**src/rtl/ifpyu_pkg.sv**
```systemverilog
// Shared constants, codes and structs for the IMU frame parser with yaw unwrap.
// No dependencies; imported by every module of the block.
`timescale 1ns / 1ps

package ifpyu_pkg;

	// Item kinds on the input channel
	localparam logic [1:0] MODE_BYTE = 2'd0;
	localparam logic [1:0] MODE_YAW  = 2'd1;
	localparam logic [1:0] MODE_ZERO = 2'd2;

	// Frame layout
	localparam logic [7:0] FRAME_HEADER = 8'h55;
	localparam logic [7:0] TYPE_RATE    = 8'h52;
	localparam logic [7:0] TYPE_ANGLE   = 8'h53;
	localparam int         FRAME_LEN    = 11;
	localparam int         IDX_W        = 4;
	localparam logic [IDX_W-1:0] SUM_IDX  = 4'd10;
	localparam logic [IDX_W-1:0] BODY_END = 4'd7;
	localparam int         BODY_LEN     = 7;

	// Angle arithmetic: 32768 raw units = half turn
	localparam logic signed [16:0] HALF_TURN = 17'sd32768;
	localparam logic signed [17:0] FULL_TURN = 18'sd65536;

	localparam logic [15:0] TIMEOUT_RESET = 16'd200;

	// Frame decoder event for the current byte
	typedef struct packed {
		logic               ok;
		logic               bad;
		logic               push;
		logic signed [15:0] yaw;
	} frame_evt_t;

	// Yaw push / zero request into the unwrap unit
	typedef struct packed {
		logic               push;
		logic               zero;
		logic signed [15:0] yaw;
		logic [31:0]        now;
	} yaw_cmd_t;

	// Unwrap unit state as seen by the report stage
	typedef struct packed {
		logic signed [15:0] yaw;
		logic signed [31:0] cont;
		logic signed [31:0] offset;
		logic [31:0]        count;
		logic [31:0]        last_ms;
	} yaw_state_t;

	// Latest decoded attitude values
	typedef struct packed {
		logic signed [15:0] roll;
		logic signed [15:0] pitch;
		logic signed [15:0] rate_z;
	} attitude_t;

	// One result item
	typedef struct packed {
		logic               frame_accepted;
		logic               checksum_error;
		logic signed [15:0] roll_raw;
		logic signed [15:0] pitch_raw;
		logic signed [15:0] yaw_raw;
		logic signed [15:0] rate_z_raw;
		logic signed [31:0] yaw_relative;
		logic [31:0]        push_count;
		logic               alive;
	} result_t;

endpackage

```
**src/rtl/ifpyu_in_if.sv**
```systemverilog
// Input channel interface: valid/ready handshake with the input item payload.
// No dependencies.
`timescale 1ns / 1ps

interface ifpyu_in_if;
	logic               valid;
	logic               ready;
	logic [1:0]         mode;
	logic [7:0]         data_byte;
	logic signed [15:0] yaw_in;
	logic [31:0]        now_ms;

	modport source (output valid, mode, data_byte, yaw_in, now_ms, input ready);
	modport sink   (input valid, mode, data_byte, yaw_in, now_ms, output ready);
endinterface

```
**src/rtl/ifpyu_out_if.sv**
```systemverilog
// Result channel interface: valid/ready handshake with the result item payload.
// No dependencies.
`timescale 1ns / 1ps

interface ifpyu_out_if;
	logic               valid;
	logic               ready;
	logic               frame_accepted;
	logic               checksum_error;
	logic signed [15:0] roll_raw;
	logic signed [15:0] pitch_raw;
	logic signed [15:0] yaw_raw;
	logic signed [15:0] rate_z_raw;
	logic signed [31:0] yaw_relative;
	logic [31:0]        push_count;
	logic               alive;

	modport source (output valid, frame_accepted, checksum_error, roll_raw, pitch_raw,
		yaw_raw, rate_z_raw, yaw_relative, push_count, alive, input ready);
	modport sink   (input valid, frame_accepted, checksum_error, roll_raw, pitch_raw,
		yaw_raw, rate_z_raw, yaw_relative, push_count, alive, output ready);
endinterface

```
**src/rtl/imu_frame_parser_yaw_unwrap_core.sv**
```systemverilog
// Top level of the IMU frame parser with yaw unwrap: input register, state
// update stage, result register. Depends on ifpyu_pkg, the two channel
// interfaces, ifpyu_frame, ifpyu_yaw and ifpyu_report.
`timescale 1ns / 1ps

// Takes one item per clock unless stalled: serial bytes of 0x55-headed 11-byte
// frames, external yaw samples or zero-yaw commands, and returns exactly one
// result per item. Items pass three registers (input, state update, result);
// throughput is one item every cycle while nothing stalls. The checksum
// is kept as a running sum so the closing byte needs only an 8-bit compare.
// Back-pressure on the result channel stalls the stages from the output
// backwards, each stage still accepting as the one ahead of it drains. The
// alive timeout register may be written only while no item is in flight.

module imu_frame_parser_yaw_unwrap_core (
	input  logic        clk,
	input  logic        arst_n,
	input  logic        cfg_we,
	input  logic [15:0] cfg_data,
	ifpyu_in_if.sink    in_ch,
	ifpyu_out_if.source out_ch
);
	import ifpyu_pkg::*;

	logic               v_s1, v_s2, v_s3;
	logic               rdy1, rdy2, rdy3;
	logic               adv1, load3;
	logic [1:0]         mode_s1;
	logic [7:0]         byte_s1;
	logic signed [15:0] yaw_s1;
	logic [31:0]        now_s1;
	logic               ok_s2, bad_s2;
	logic [31:0]        now_s2;
	logic [15:0]        timeout_q;

	frame_evt_t frm_evt;
	attitude_t  att;
	yaw_cmd_t   ycmd;
	yaw_state_t yst;
	result_t    res;

	// Stall chain from the result side back to the input
	assign rdy3        = !v_s3 || out_ch.ready;
	assign rdy2        = !v_s2 || rdy3;
	assign rdy1        = !v_s1 || rdy2;
	assign in_ch.ready = rdy1;
	assign adv1        = v_s1 && rdy2;
	assign load3       = v_s2 && rdy3;

	// Stage valids
	always_ff @(posedge clk or negedge arst_n) begin
		if (!arst_n) begin
			v_s1 <= 1'b0;
			v_s2 <= 1'b0;
			v_s3 <= 1'b0;
		end else begin
			if (rdy1) v_s1 <= in_ch.valid;
			if (rdy2) v_s2 <= v_s1;
			if (rdy3) v_s3 <= v_s2;
		end
	end

	// Input register
	always_ff @(posedge clk) begin
		if (in_ch.valid && rdy1) begin
			mode_s1 <= in_ch.mode;
			byte_s1 <= in_ch.data_byte;
			yaw_s1  <= in_ch.yaw_in;
			now_s1  <= in_ch.now_ms;
		end
	end

	// Timeout register
	always_ff @(posedge clk or negedge arst_n) begin
		if (!arst_n) begin
			timeout_q <= TIMEOUT_RESET;
		end else if (cfg_we) begin
			timeout_q <= cfg_data;
		end
	end

	// Frame gathering, updated as an item leaves the input register
	ifpyu_frame u_frame (
		.clk       (clk),
		.arst_n    (arst_n),
		.take      (adv1 && (mode_s1 == MODE_BYTE)),
		.data_byte (byte_s1),
		.evt       (frm_evt),
		.att       (att)
	);

	// Yaw push from an angle frame or the external feed
	always_comb begin
		ycmd.push = adv1 && ((mode_s1 == MODE_YAW) || frm_evt.push);
		ycmd.zero = adv1 && (mode_s1 == MODE_ZERO);
		ycmd.yaw  = frm_evt.push ? frm_evt.yaw : yaw_s1;
		ycmd.now  = now_s1;
	end

	ifpyu_yaw u_yaw (
		.clk    (clk),
		.arst_n (arst_n),
		.cmd    (ycmd),
		.st     (yst)
	);

	// Per-item flags travelling with the state update stage
	always_ff @(posedge clk) begin
		if (adv1) begin
			ok_s2  <= frm_evt.ok;
			bad_s2 <= frm_evt.bad;
			now_s2 <= now_s1;
		end
	end

	ifpyu_report u_report (
		.clk        (clk),
		.load       (load3),
		.ok         (ok_s2),
		.bad        (bad_s2),
		.now_ms     (now_s2),
		.timeout_ms (timeout_q),
		.att        (att),
		.st         (yst),
		.res        (res)
	);

	// Result channel
	assign out_ch.valid          = v_s3;
	assign out_ch.frame_accepted = res.frame_accepted;
	assign out_ch.checksum_error = res.checksum_error;
	assign out_ch.roll_raw       = res.roll_raw;
	assign out_ch.pitch_raw      = res.pitch_raw;
	assign out_ch.yaw_raw        = res.yaw_raw;
	assign out_ch.rate_z_raw     = res.rate_z_raw;
	assign out_ch.yaw_relative   = res.yaw_relative;
	assign out_ch.push_count     = res.push_count;
	assign out_ch.alive          = res.alive;

`ifndef SYNTHESIS
	// a closing byte is either good or bad, never both
	a_frame_flags: assert property (@(posedge clk) disable iff (!arst_n)
		!(frm_evt.ok && frm_evt.bad))
		else $error("frame reported good and bad at once");

	// after any push the counter is non-zero
	a_push_count: assert property (@(posedge clk) disable iff (!arst_n)
		ycmd.push |=> (yst.count != '0))
		else $error("push counter zero after a push");

	// a zero command makes the offset equal the continuous yaw
	a_zero_offset: assert property (@(posedge clk) disable iff (!arst_n)
		ycmd.zero |=> (yst.offset == yst.cont))
		else $error("offset not latched on zero command");

	// frame events only come from serial bytes
	a_evt_mode: assert property (@(posedge clk) disable iff (!arst_n)
		(frm_evt.ok || frm_evt.bad) |-> (adv1 && (mode_s1 == MODE_BYTE)))
		else $error("frame event outside a serial byte transfer");
`endif

endmodule

```
**src/rtl/ifpyu_frame.sv**
```systemverilog
// Serial frame gatherer: byte position, running checksum, body store and
// rate/roll/pitch registers. Depends on ifpyu_pkg.
`timescale 1ns / 1ps

module ifpyu_frame (
	input  logic                   clk,
	input  logic                   arst_n,
	input  logic                   take,
	input  logic [7:0]             data_byte,
	output ifpyu_pkg::frame_evt_t  evt,
	output ifpyu_pkg::attitude_t   att
);
	import ifpyu_pkg::*;

	logic [IDX_W-1:0] idx_q;
	logic [7:0]       sum_q;
	logic [7:0]       body_q [BODY_LEN];
	attitude_t        att_q;

	logic             at_end;
	logic             in_body;
	logic [2:0]       body_sel;
	logic [7:0]       frame_type;
	logic signed [15:0] v0, v1, v2;

	// Decode of the stored frame body (bytes 1..7)
	assign frame_type = body_q[0];
	assign v0         = {body_q[2], body_q[1]};
	assign v1         = {body_q[4], body_q[3]};
	assign v2         = {body_q[6], body_q[5]};

	assign at_end   = take && (idx_q == SUM_IDX);
	assign in_body  = (idx_q != '0) && (idx_q <= BODY_END);
	assign body_sel = 3'(idx_q - 4'd1);

	always_comb begin
		evt.ok   = at_end && (sum_q == data_byte);
		evt.bad  = at_end && (sum_q != data_byte);
		evt.push = evt.ok && (frame_type == TYPE_ANGLE);
		evt.yaw  = v2;
	end

	assign att = att_q;

	// Byte position and running checksum
	always_ff @(posedge clk or negedge arst_n) begin
		if (!arst_n) begin
			idx_q <= '0;
			sum_q <= '0;
		end else if (take) begin
			if (idx_q == '0) begin
				if (data_byte == FRAME_HEADER) begin
					idx_q <= 4'd1;
					sum_q <= data_byte;
				end
			end else if (idx_q == SUM_IDX) begin
				idx_q <= '0;
			end else begin
				idx_q <= idx_q + 4'd1;
				sum_q <= sum_q + data_byte;
			end
		end
	end

	// Frame body store, no reset
	always_ff @(posedge clk) begin
		if (take && in_body) begin
			body_q[body_sel] <= data_byte;
		end
	end

	// Latest rate and angles from good frames
	always_ff @(posedge clk or negedge arst_n) begin
		if (!arst_n) begin
			att_q <= '0;
		end else if (evt.ok) begin
			if (frame_type == TYPE_RATE) begin
				att_q.rate_z <= v2;
			end else if (frame_type == TYPE_ANGLE) begin
				att_q.roll  <= v0;
				att_q.pitch <= v1;
			end
		end
	end

endmodule

```
**src/rtl/ifpyu_yaw.sv**
```systemverilog
// Yaw unwrap unit: continuous yaw with half-turn wrap, zero offset, push
// counter and last push time. Depends on ifpyu_pkg.
`timescale 1ns / 1ps

module ifpyu_yaw (
	input  logic                   clk,
	input  logic                   arst_n,
	input  ifpyu_pkg::yaw_cmd_t    cmd,
	output ifpyu_pkg::yaw_state_t  st
);
	import ifpyu_pkg::*;

	logic signed [15:0] prev_q;
	logic               first_q;
	yaw_state_t         st_q;

	logic signed [17:0] step_raw;
	logic signed [17:0] step;
	logic signed [32:0] cont_sum;
	logic signed [31:0] cont_sat;

	// Step from previous yaw, folded into a half turn either way
	always_comb begin
		step_raw = 18'(cmd.yaw) - 18'(prev_q);
		if (step_raw > 18'(HALF_TURN)) begin
			step = step_raw - FULL_TURN;
		end else if (step_raw < -18'(HALF_TURN)) begin
			step = step_raw + FULL_TURN;
		end else begin
			step = step_raw;
		end
		cont_sum = 33'(st_q.cont) + 33'(step);
		if (cont_sum[32] != cont_sum[31]) begin
			cont_sat = cont_sum[32] ? 32'sh8000_0000 : 32'sh7FFF_FFFF;
		end else begin
			cont_sat = cont_sum[31:0];
		end
	end

	assign st = st_q;

	always_ff @(posedge clk or negedge arst_n) begin
		if (!arst_n) begin
			prev_q  <= '0;
			first_q <= 1'b1;
			st_q    <= '0;
		end else if (cmd.push) begin
			// first push aligns continuous yaw to the absolute yaw
			st_q.cont    <= first_q ? 32'(cmd.yaw) : cont_sat;
			first_q      <= 1'b0;
			prev_q       <= cmd.yaw;
			st_q.yaw     <= cmd.yaw;
			st_q.last_ms <= cmd.now;
			if (st_q.count != '1) begin
				st_q.count <= st_q.count + 32'd1;
			end
		end else if (cmd.zero) begin
			st_q.offset <= st_q.cont;
		end
	end

endmodule

```
**src/rtl/ifpyu_report.sv**
```systemverilog
// Result stage: relative yaw with saturation, alive test and the result
// register. Depends on ifpyu_pkg.
`timescale 1ns / 1ps

module ifpyu_report (
	input  logic                   clk,
	input  logic                   load,
	input  logic                   ok,
	input  logic                   bad,
	input  logic [31:0]            now_ms,
	input  logic [15:0]            timeout_ms,
	input  ifpyu_pkg::attitude_t   att,
	input  ifpyu_pkg::yaw_state_t  st,
	output ifpyu_pkg::result_t     res
);
	import ifpyu_pkg::*;

	result_t            res_s3;
	logic signed [32:0] rel_wide;
	logic signed [31:0] rel_sat;
	logic [31:0]        age;

	// Continuous yaw minus offset, clipped to 32 bits
	always_comb begin
		rel_wide = 33'(st.cont) - 33'(st.offset);
		if (rel_wide[32] != rel_wide[31]) begin
			rel_sat = rel_wide[32] ? 32'sh8000_0000 : 32'sh7FFF_FFFF;
		end else begin
			rel_sat = rel_wide[31:0];
		end
		age = now_ms - st.last_ms;
	end

	always_ff @(posedge clk) begin
		if (load) begin
			res_s3.frame_accepted <= ok;
			res_s3.checksum_error <= bad;
			res_s3.roll_raw       <= att.roll;
			res_s3.pitch_raw      <= att.pitch;
			res_s3.yaw_raw        <= st.yaw;
			res_s3.rate_z_raw     <= att.rate_z;
			res_s3.yaw_relative   <= rel_sat;
			res_s3.push_count     <= st.count;
			res_s3.alive          <= (st.count != '0) && (age < 32'(timeout_ms));
		end
	end

	assign res = res_s3;

endmodule

```
**src/flat_wrapper.sv**
```systemverilog
// flat-port wrapper written by rule: the top's interface ports become plain ports
module imu_frame_parser_yaw_unwrap_core_flat import ifpyu_pkg::*;
  (clk, arst_n, cfg_we, cfg_data, in_ch_valid, in_ch_mode, in_ch_data_byte, in_ch_yaw_in, in_ch_now_ms, in_ch_ready, out_ch_valid, out_ch_frame_accepted, out_ch_checksum_error, out_ch_roll_raw, out_ch_pitch_raw, out_ch_yaw_raw, out_ch_rate_z_raw, out_ch_yaw_relative, out_ch_push_count, out_ch_alive, out_ch_ready);
  ifpyu_in_if in_ch_i ();
  ifpyu_out_if out_ch_i ();
  input  logic clk;
  input  logic arst_n;
  input  logic cfg_we;
  input  logic [15:0] cfg_data;
  input wire logic [$bits(in_ch_i.valid)-1:0] in_ch_valid;
  input wire logic [$bits(in_ch_i.mode)-1:0] in_ch_mode;
  input wire logic [$bits(in_ch_i.data_byte)-1:0] in_ch_data_byte;
  input wire logic [$bits(in_ch_i.yaw_in)-1:0] in_ch_yaw_in;
  input wire logic [$bits(in_ch_i.now_ms)-1:0] in_ch_now_ms;
  output wire logic [$bits(in_ch_i.ready)-1:0] in_ch_ready;
  output wire logic [$bits(out_ch_i.valid)-1:0] out_ch_valid;
  output wire logic [$bits(out_ch_i.frame_accepted)-1:0] out_ch_frame_accepted;
  output wire logic [$bits(out_ch_i.checksum_error)-1:0] out_ch_checksum_error;
  output wire logic [$bits(out_ch_i.roll_raw)-1:0] out_ch_roll_raw;
  output wire logic [$bits(out_ch_i.pitch_raw)-1:0] out_ch_pitch_raw;
  output wire logic [$bits(out_ch_i.yaw_raw)-1:0] out_ch_yaw_raw;
  output wire logic [$bits(out_ch_i.rate_z_raw)-1:0] out_ch_rate_z_raw;
  output wire logic [$bits(out_ch_i.yaw_relative)-1:0] out_ch_yaw_relative;
  output wire logic [$bits(out_ch_i.push_count)-1:0] out_ch_push_count;
  output wire logic [$bits(out_ch_i.alive)-1:0] out_ch_alive;
  input wire logic [$bits(out_ch_i.ready)-1:0] out_ch_ready;
  assign in_ch_i.valid = in_ch_valid;
  assign in_ch_i.mode = in_ch_mode;
  assign in_ch_i.data_byte = in_ch_data_byte;
  assign in_ch_i.yaw_in = in_ch_yaw_in;
  assign in_ch_i.now_ms = in_ch_now_ms;
  assign in_ch_ready = in_ch_i.ready;
  assign out_ch_valid = out_ch_i.valid;
  assign out_ch_frame_accepted = out_ch_i.frame_accepted;
  assign out_ch_checksum_error = out_ch_i.checksum_error;
  assign out_ch_roll_raw = out_ch_i.roll_raw;
  assign out_ch_pitch_raw = out_ch_i.pitch_raw;
  assign out_ch_yaw_raw = out_ch_i.yaw_raw;
  assign out_ch_rate_z_raw = out_ch_i.rate_z_raw;
  assign out_ch_yaw_relative = out_ch_i.yaw_relative;
  assign out_ch_push_count = out_ch_i.push_count;
  assign out_ch_alive = out_ch_i.alive;
  assign out_ch_i.ready = out_ch_ready;
  imu_frame_parser_yaw_unwrap_core u_core (.clk(clk), .arst_n(arst_n), .cfg_we(cfg_we), .cfg_data(cfg_data), .in_ch(in_ch_i), .out_ch(out_ch_i));
endmodule
```
**config.mk**
```make
export PLATFORM = sky130hd
export DESIGN_NAME = imu_frame_parser_yaw_unwrap_core_flat
export DESIGN_NICKNAME = d
export VERILOG_FILES = /design/src/rtl/ifpyu_pkg.sv /design/src/rtl/ifpyu_in_if.sv /design/src/rtl/ifpyu_out_if.sv /design/src/rtl/imu_frame_parser_yaw_unwrap_core.sv /design/src/rtl/ifpyu_frame.sv /design/src/rtl/ifpyu_yaw.sv /design/src/rtl/ifpyu_report.sv /design/src/flat_wrapper.sv
export SDC_FILE = /design/constraint.sdc
export NUM_CORES = 1
export LEC_CHECK = 0
export BUFFER_PORTS_ARGS = -buffer_cell sky130_fd_sc_hd__buf_4
export CORE_MARGIN = 5
export CORE_UTILIZATION = 29
export DETAILED_ROUTE_END_ITERATION = 6
export HOLD_SLACK_MARGIN = 0.08
export SLEW_MARGIN = 20
export SYNTH_ARGS = -nofsm -noshare
export SYNTH_HDL_FRONTEND = slang
export SYNTH_SLANG_ARGS = --single-unit
```
**constraint.sdc**
```tcl
create_clock -name clk -period 7.31 [get_ports clk]
set_input_delay 0.3655 -clock clk [delete_from_list [all_inputs] [get_ports clk]]
set_output_delay 0.3655 -clock clk [all_outputs]
set_load 0.05 [all_outputs]
```
==> impl_metrics.yaml, run 1 <==
status:
  status: "complete, but fails checks"
  violations: "negative setup slack"
logic_synthesis:
  synth_xor_area_share_pct: 4.31
  synthSimpleGateAreaFrac_pct: 9.73
  synth_area_leaders: "edfxtp_1, dfrtp_1, ha_1"
  synth-compound-area-share_pct: 12.8
  synth_edf_count: 279
  syn_area_sq_um: 24400
  synth_adder_area_share_pct: 7.85
  synthMuxAreaShare_pct: 4.73
  syn_area_per_cell_sq_um: 11.9
  syn_inst: 2051
  synth_nets: 2275
  synth-main-ff-cell: "edfxtp_1"
  seq_area_frac_synth_pct: 57.4
  yosysUniqueCellTypes: 86
  synth_seq_cells: 503
  yosysWarningCount: 0
  synthArstFlopShare_pct: 44.5
  synth_top_area_share_pct: 34.4
  synth.largest_area_cell: "edfxtp_1"
  synth_top_family_by_area: "compound AO/OA/AOI/OAI gates"
sta:
  setup_tns_ns: -0.946
  slew_viol_final: 0
  rsz0062_at_grt: "yes"
  slew_headroom_pct: 29.5
  fin_worst_skew_ns: 0.0410
  min_period_ns: 7.40
  postLayoutSetupSlackWorst_ns: -0.0921
  fmax_mhz: 135
  timing.final.hold_violations: 0
  max_slew.worst_pin.slew_ns: 1.05
  setup_viol: 28
  layout_worst_path_cycle_share_pct: 101
clock_network:
  clock-sinks: 503
  clock_path_buffers: 3
  cts_tree: "done"
  cts_buffers: 55
  clock_latency_ns: 0.63
  htreeDepth: 2
  path_clk_slew_ns: 0.06
  clock-root-buffer: "clkbuf_16"
power:
  peakVddDrop_mv: 0.260
  cellPowerDensity_nw_per_um2: 459
  leakage_nw: 13.1
setup_path:
  critPathBufInv: 8
  startpoint: "u_core.byte_s1[1]"
  worstPathArrival_ns: 7.91
  endpoint_kind: "register"
  cp_common_cell: "buf_6"
  cp_num_cells: 35
  worstSetupStartpointType: "register"
  critPathSlowestCell: "or4_1"
  r2r_cells: 35
  cp_top_family: "compound AO/OA/AOI/OAI gates"
  r2r_start: "u_core.byte_s1[1]"
  critPathMaxStageDelay_ns: 0.52
  cp_max_fo: 6
  worstSetupPathType: "reg -> reg"
  required_ns: 7.82
global_route:
  gr-usage-all-layers_pct: 13.6
  met1_usage_pct: 18.6
  grt-busiest-layer: "met2"
  use_met2_pct: 22.1
  grt-ovfl-total: 0
  antenna_found_initial: 4
  grt_first_pass_wirelength_microns: 98800
  grt_max_degree: 118
  grt_util_met3_pct: 3.05
  grt_pass1_vias: 17600
floorplanning:
  dieArea_sq_um: 89900
  start_util_pct: 29.2
  die_height_microns: 300
  die_x_microns: 300
  io_pins: 212
  core_sq_um: 83400
  rows: 106
placement:
  port_buffers: 211
  gp_congestion: 0.876
  place_hpwl_microns: 45200
  dpl-instance-area_sq_um: 28000
detailed_routing:
  routed_wl_microns: 63800
  avgRoutedWirePerCell_microns: 17.8
  dr.first_iter.drc_count: 1038
  vias: 17400
  drc: 0
  drtPass1Iterations: 6
  vias_per_cell: 4.85
  ant_nets: 0
cells_and_area:
  area_growth_pct: 28.0
  finalInstanceArea_sq_um: 31200
  nFillCells: 7992
  nets: 2680
  drive_gt1_share_pct: 24.2
flow_run:
  maxCapViolations: 0
hold_path:
  min_delay_path_depth: 3
  min_from: "cfg_we"
  hp-class: "in -> reg"
[through the flow]
stage | total power [W] | hold slack (ns) | worst slack, ns | util (%) | instances
after floorplan | 0.00903 | 0.0699 | 0.00460 | - | 2051
after global placement | 0.0110 | 0.409 | -0.289 | 33.6 | 3383
after detailed placement | 0.0111 | 0.412 | -0.534 | 33.6 | 3383
after CTS | 0.0142 | 0.0890 | -0.0610 | 37.1 | 3577
after global routing | 0.0153 | 0.144 | -0.394 | 37.4 | 3583
final | 0.0143 | 0.127 | -0.0921 | 37.4 | 3587
[what timing repair did]
item                                   in CTS  in global routing
pin swaps                                   9                 13
endpoints found under the hold margin     181                  0
cloned                                      1                  2
setup endpoints to repair                  32                 32
resized for setup                          29                 33
buffers inserted                           11                  7
hold buffers                               78                  0
[cell usage after synthesis, drive strengths merged (13+ instances only)]
cell type,number
a211oi,21
a21o,45
a21oi,141
a221oi,15
and3,20
buf,21
clkbuf,40
dfrtp,220
edfxtp,279
ha,140
inv,141
mux2,96
nand2,156
nand2b,17
nand3,42
nand4,28
nor2,106
nor2b,23
nor3,25
o21a,15
o21ai,145
o21bai,19
o31ai,13
xnor2,84
xor2,35
[tightest hold or removal path, delay by kind of cell]
family                 cells  cell delay [ns]
and+or+nand+nor            1             0.09
buffers and inverters      1             0.20
AOI/OAI and AO/OA          1             0.08
[state kept, by name, summed over array words and instances, names as in the netlist]
signal	cells
u_core.ok_s2	1
u_core.u_frame.body_q	56
u_core.now_s2	32
u_core.byte_s1	8
u_core.u_report.res	131
u_core.now_s1	32
u_core.timeout_q	16
u_core.mode_s1	2
u_core.v_s1	1
u_core.u_frame.att	48
u_core.u_yaw.st	144
u_core.out_ch.valid	1
u_core.yaw_s1	16
u_core.u_yaw.first_q	1
u_core.v_s2	1
u_core.u_frame.idx_q	4
u_core.u_frame.sum_q	8
u_core.bad_s2	1
[worst paths after layout]
kind	to	slack [ns]
max in group asynchronous	u_core.u_yaw.st[91]	5.77
worst min register to register	u_core.u_report.res[130]	0.43
worst max-delay path	u_core.u_yaw.st[105]	-0.09
min in group asynchronous	u_core.u_frame.idx_q[0]	0.32
worst min-delay path	u_core.timeout_q[3]	0.13
worst max register to register	u_core.u_yaw.st[105]	-0.09
[final cells by class]
type / instances / area, sq um / area share, %
inverters: 141 / 529 / 1.70
diodes: 4 / 10.0 / 0.0321
repair buffers: 408 / 3380 / 10.8
multi-input cells: 1347 / 10100 / 32.3
clock buffers: 72 / 1470 / 4.71
well taps: 1080 / 1350 / 4.33
clock inverters: 32 / 374 / 1.20
flip-flops and latches: 503 / 14000 / 44.9
[report_power, final]
part / internal, W / switching (W)
Sequential: 0.00369 / 0.000331
Clock: 0.00162 / 0.00120
Combinational: 0.00312 / 0.00436
Total: 0.00842 / 0.00589
[cell usage in the layout (no fill, tap or decap), drive strengths merged, types with 45 or more instances in the layout]
master / count
a21o: 45
xnor2: 84
clkbuf: 74
dlygate4sd3: 78
nand2: 156
nor2: 106
buf: 328
ha: 140
o21ai: 145
edfxtp: 279
inv: 146
dfrtp: 220
a21oi: 141
mux2: 96
[kinds of logic after synthesis]
family / after synthesis
flops: 503
buf+inv: 202
compound gates: 490
xor+xnor: 119
mux: 103
simple gates: 483
fa+ha+maj: 151
[layer usage]
layer	wire, microns	vias to the layer above
met1	29100	8560
met2	29600	420
met4	1410	0
met3	3730	92
met5	0	-
li1	-	8336
Power figures use the tool's default switching activity.
==> run 2: changes to the inputs <==
Settings changed: SETUP_SLACK_MARGIN set to 0.2.
==> run 2 against run 1 <==
Compared with the run above:
- the run now ends clean
- maximum frequency rose by 2.5%
- global-route usage rose by 0.13 points
- setup slack improved by 0.18 ns
- flip-flop and latch count did not move
- sequential power barely moved
- die area did not move
- total power rose by 0.17%
- clock skew fell by 0.013 ns
- critical path depth fell by 5
- clock power rose by 3%
- critical endpoint unchanged
- highest routed layer is now met5
==> impl_metrics.yaml, run 2 (synthesized netlist as in run 1, its figures left out) <==
cells_and_area:
  mostFrequentLayoutCells: "buf_4, edfxtp_1, dfrtp_1"
  nFillCells: 8005
  mostFrequentLayoutCell: "buf_4"
  area_growth_pct: 27.8
  nets: 2667
  drive_gt1_share_pct: 24.4
  final_core_util_pct: 37.3
  largest_register_ff_count: 144
sta:
  max_slew.worst_pin.slew_ns: 1.06
  fin_worst_skew_ns: 0.0277
  fmax_mhz: 138
  slew_headroom_pct: 29.4
  min_period_ns: 7.22
  layout_worst_path_cycle_share_pct: 98.8
  slew_viol_final: 0
  setup_viol: 0
  rsz0062_at_grt: "yes"
  timing.final.hold_violations: 0
  setup_tns_ns: 0
  postLayoutSetupSlackWorst_ns: 0.0888
power:
  internal_power_w: 0.00841
  switching_power_w: 0.00593
  p_seq_share_pct: 28.0
  pwr-share-comb_pct: 51.8
  pwr-share-clk_pct: 20.2
  peakVddDrop_mv: 0.296
  swShare_pct: 41.3
  finalPower_w: 0.0143
  leakage_nw: 13.1
  cellPowerDensity_nw_per_um2: 460
global_route:
  use_met2_pct: 22.6
  met1_usage_pct: 18.8
  grt-busiest-layer: "met2"
  grt_first_pass_wirelength_microns: 99600
  grt-ovfl-total: 0
  grt_util_met3_pct: 2.58
  grt_max_degree: 84
  gr-usage-all-layers_pct: 13.7
  grt_pass1_vias: 17700
  antenna_found_initial: 6
detailed_routing:
  drtPass1Iterations: 5
  vias: 17400
  avgRoutedWirePerCell_microns: 17.9
  ant_nets: 0
  vias_per_cell: 4.86
  routed_wl_microns: 64000
  dr.first_iter.drc_count: 1012
  drc: 0
setup_path:
  critPathSlowestCell: "or4b_1"
  critPathMaxStageDelay_ns: 0.51
  cp_max_fo: 7
  worstSetupStartpointType: "register"
  worstSetupPathType: "reg -> reg"
  endpoint_kind: "register"
  cp_common_cell: "a21o_1"
  required_ns: 7.84
  worstPathArrival_ns: 7.75
placement:
  place_hpwl_microns: 45600
  port_buffers: 211
  gp_congestion: 0.890
  pre_cts_ws_ns: -0.478
floorplanning:
  rows: 106
  die_x_microns: 300
  die_height_microns: 300
  dieArea_sq_um: 89900
  start_util_pct: 29.2
  io_pins: 212
  core_sq_um: 83400
status:
  status: "finished, final reports clean"
clock_network:
  htreeDepth: 2
  path_clk_slew_ns: 0.07
  clock_path_buffers: 3
  clock-root-buffer: "clkbuf_16"
  clock_latency_ns: 0.63
  cts_tree: "done"
  clock-sinks: 503
  cts_buffers: 53
flow_run:
  maxCapViolations: 0
hold_path:
  hp-class: "in -> reg"
==> run 2: what timing repair did <==
| action | CTS | global route |
|---|---|---|
| hold buffers | 78 | 0 |
| gates resized for setup | 38 | 20 |
| gates cloned | 1 | 1 |
| pin swaps | 10 | 6 |
| buffers inserted | 7 | 3 |
| hold endpoints to repair | 158 | 0 |
| endpoints found under the setup margin | 32 | 32 |
==> run 2: layout make-up <==
cell class                 instances  area (sq um)  share of cell area [%]
sequential                       503         14000                    44.9
multi-input combinational       1347         10100                    32.5
timing repair buffer             397          3260                    10.5
clock buffer                      58          1360                    4.35
tap                             1080          1350                    4.34
clock inverter                    42           532                    1.71
inverter                         141           529                    1.70
antenna                            2          5.00                  0.0161
==> run 2: metrics by stage <==
step                      cell area (sq um)  instances  hold slack [ns]
final                                 31100       3570            0.136
after global routing                  31100       3568            0.129
after CTS                             30900       3564           0.0867
after detailed placement              28000       3378            0.414
after global placement                28000       3378            0.411
after floorplan                       24600       2051           0.0699
==> run 2: final timing paths <==
path	start	to	slack, ns	depth (start not counted)
max in group asynchronous	arst_n	u_core.u_yaw.st[91]	5.23	4
worst max register to register	u_core.byte_s1[5]	u_core.u_yaw.st[105]	0.09	30
worst min-delay path	cfg_we	u_core.timeout_q[6]	0.14	3
worst max-delay path	u_core.byte_s1[5]	u_core.u_yaw.st[105]	0.09	30
worst min register to register	u_core.bad_s2	u_core.u_report.res[129]	0.43	0
min in group asynchronous	arst_n	u_core.u_frame.att[46]	0.35	2
==> run 2: power groups by stage <==
stage / clock, W / combinational [W] / sequential, W
2_1_floorplan: 0 / 0.00457 / 0.00448
3_3_place_gp: 0 / 0.00690 / 0.00406
3_5_place_dp: 0 / 0.00701 / 0.00408
4_1_cts: 0.00298 / 0.00731 / 0.00403
5_1_grt: 0.00310 / 0.00815 / 0.00408
6_report: 0.00289 / 0.00743 / 0.00402
==> run 2: critical path, delay by kind of cell (launching register included) <==
| kind | cells | cell delay (ns) |
|---|---|---|
| compound gates | 10 | 2.19 |
| xor+xnor | 1 | 0.16 |
| fa+ha+maj | 4 | 1.03 |
| buf+inv | 4 | 0.51 |
| flops | 1 | 0.44 |
| mux | 1 | 0.24 |
| simple gates | 10 | 2.55 |
==> run 2: routing by layer <==
layer  vias to the layer above  share of wire [%]  wire, microns
li1                       8297                  -              -
met1                      8482                 45          29000
met2                       468                 47          30000
met3                       101                5.6           3560
met4                         4                2.2           1430
met5                         -              0.044             28
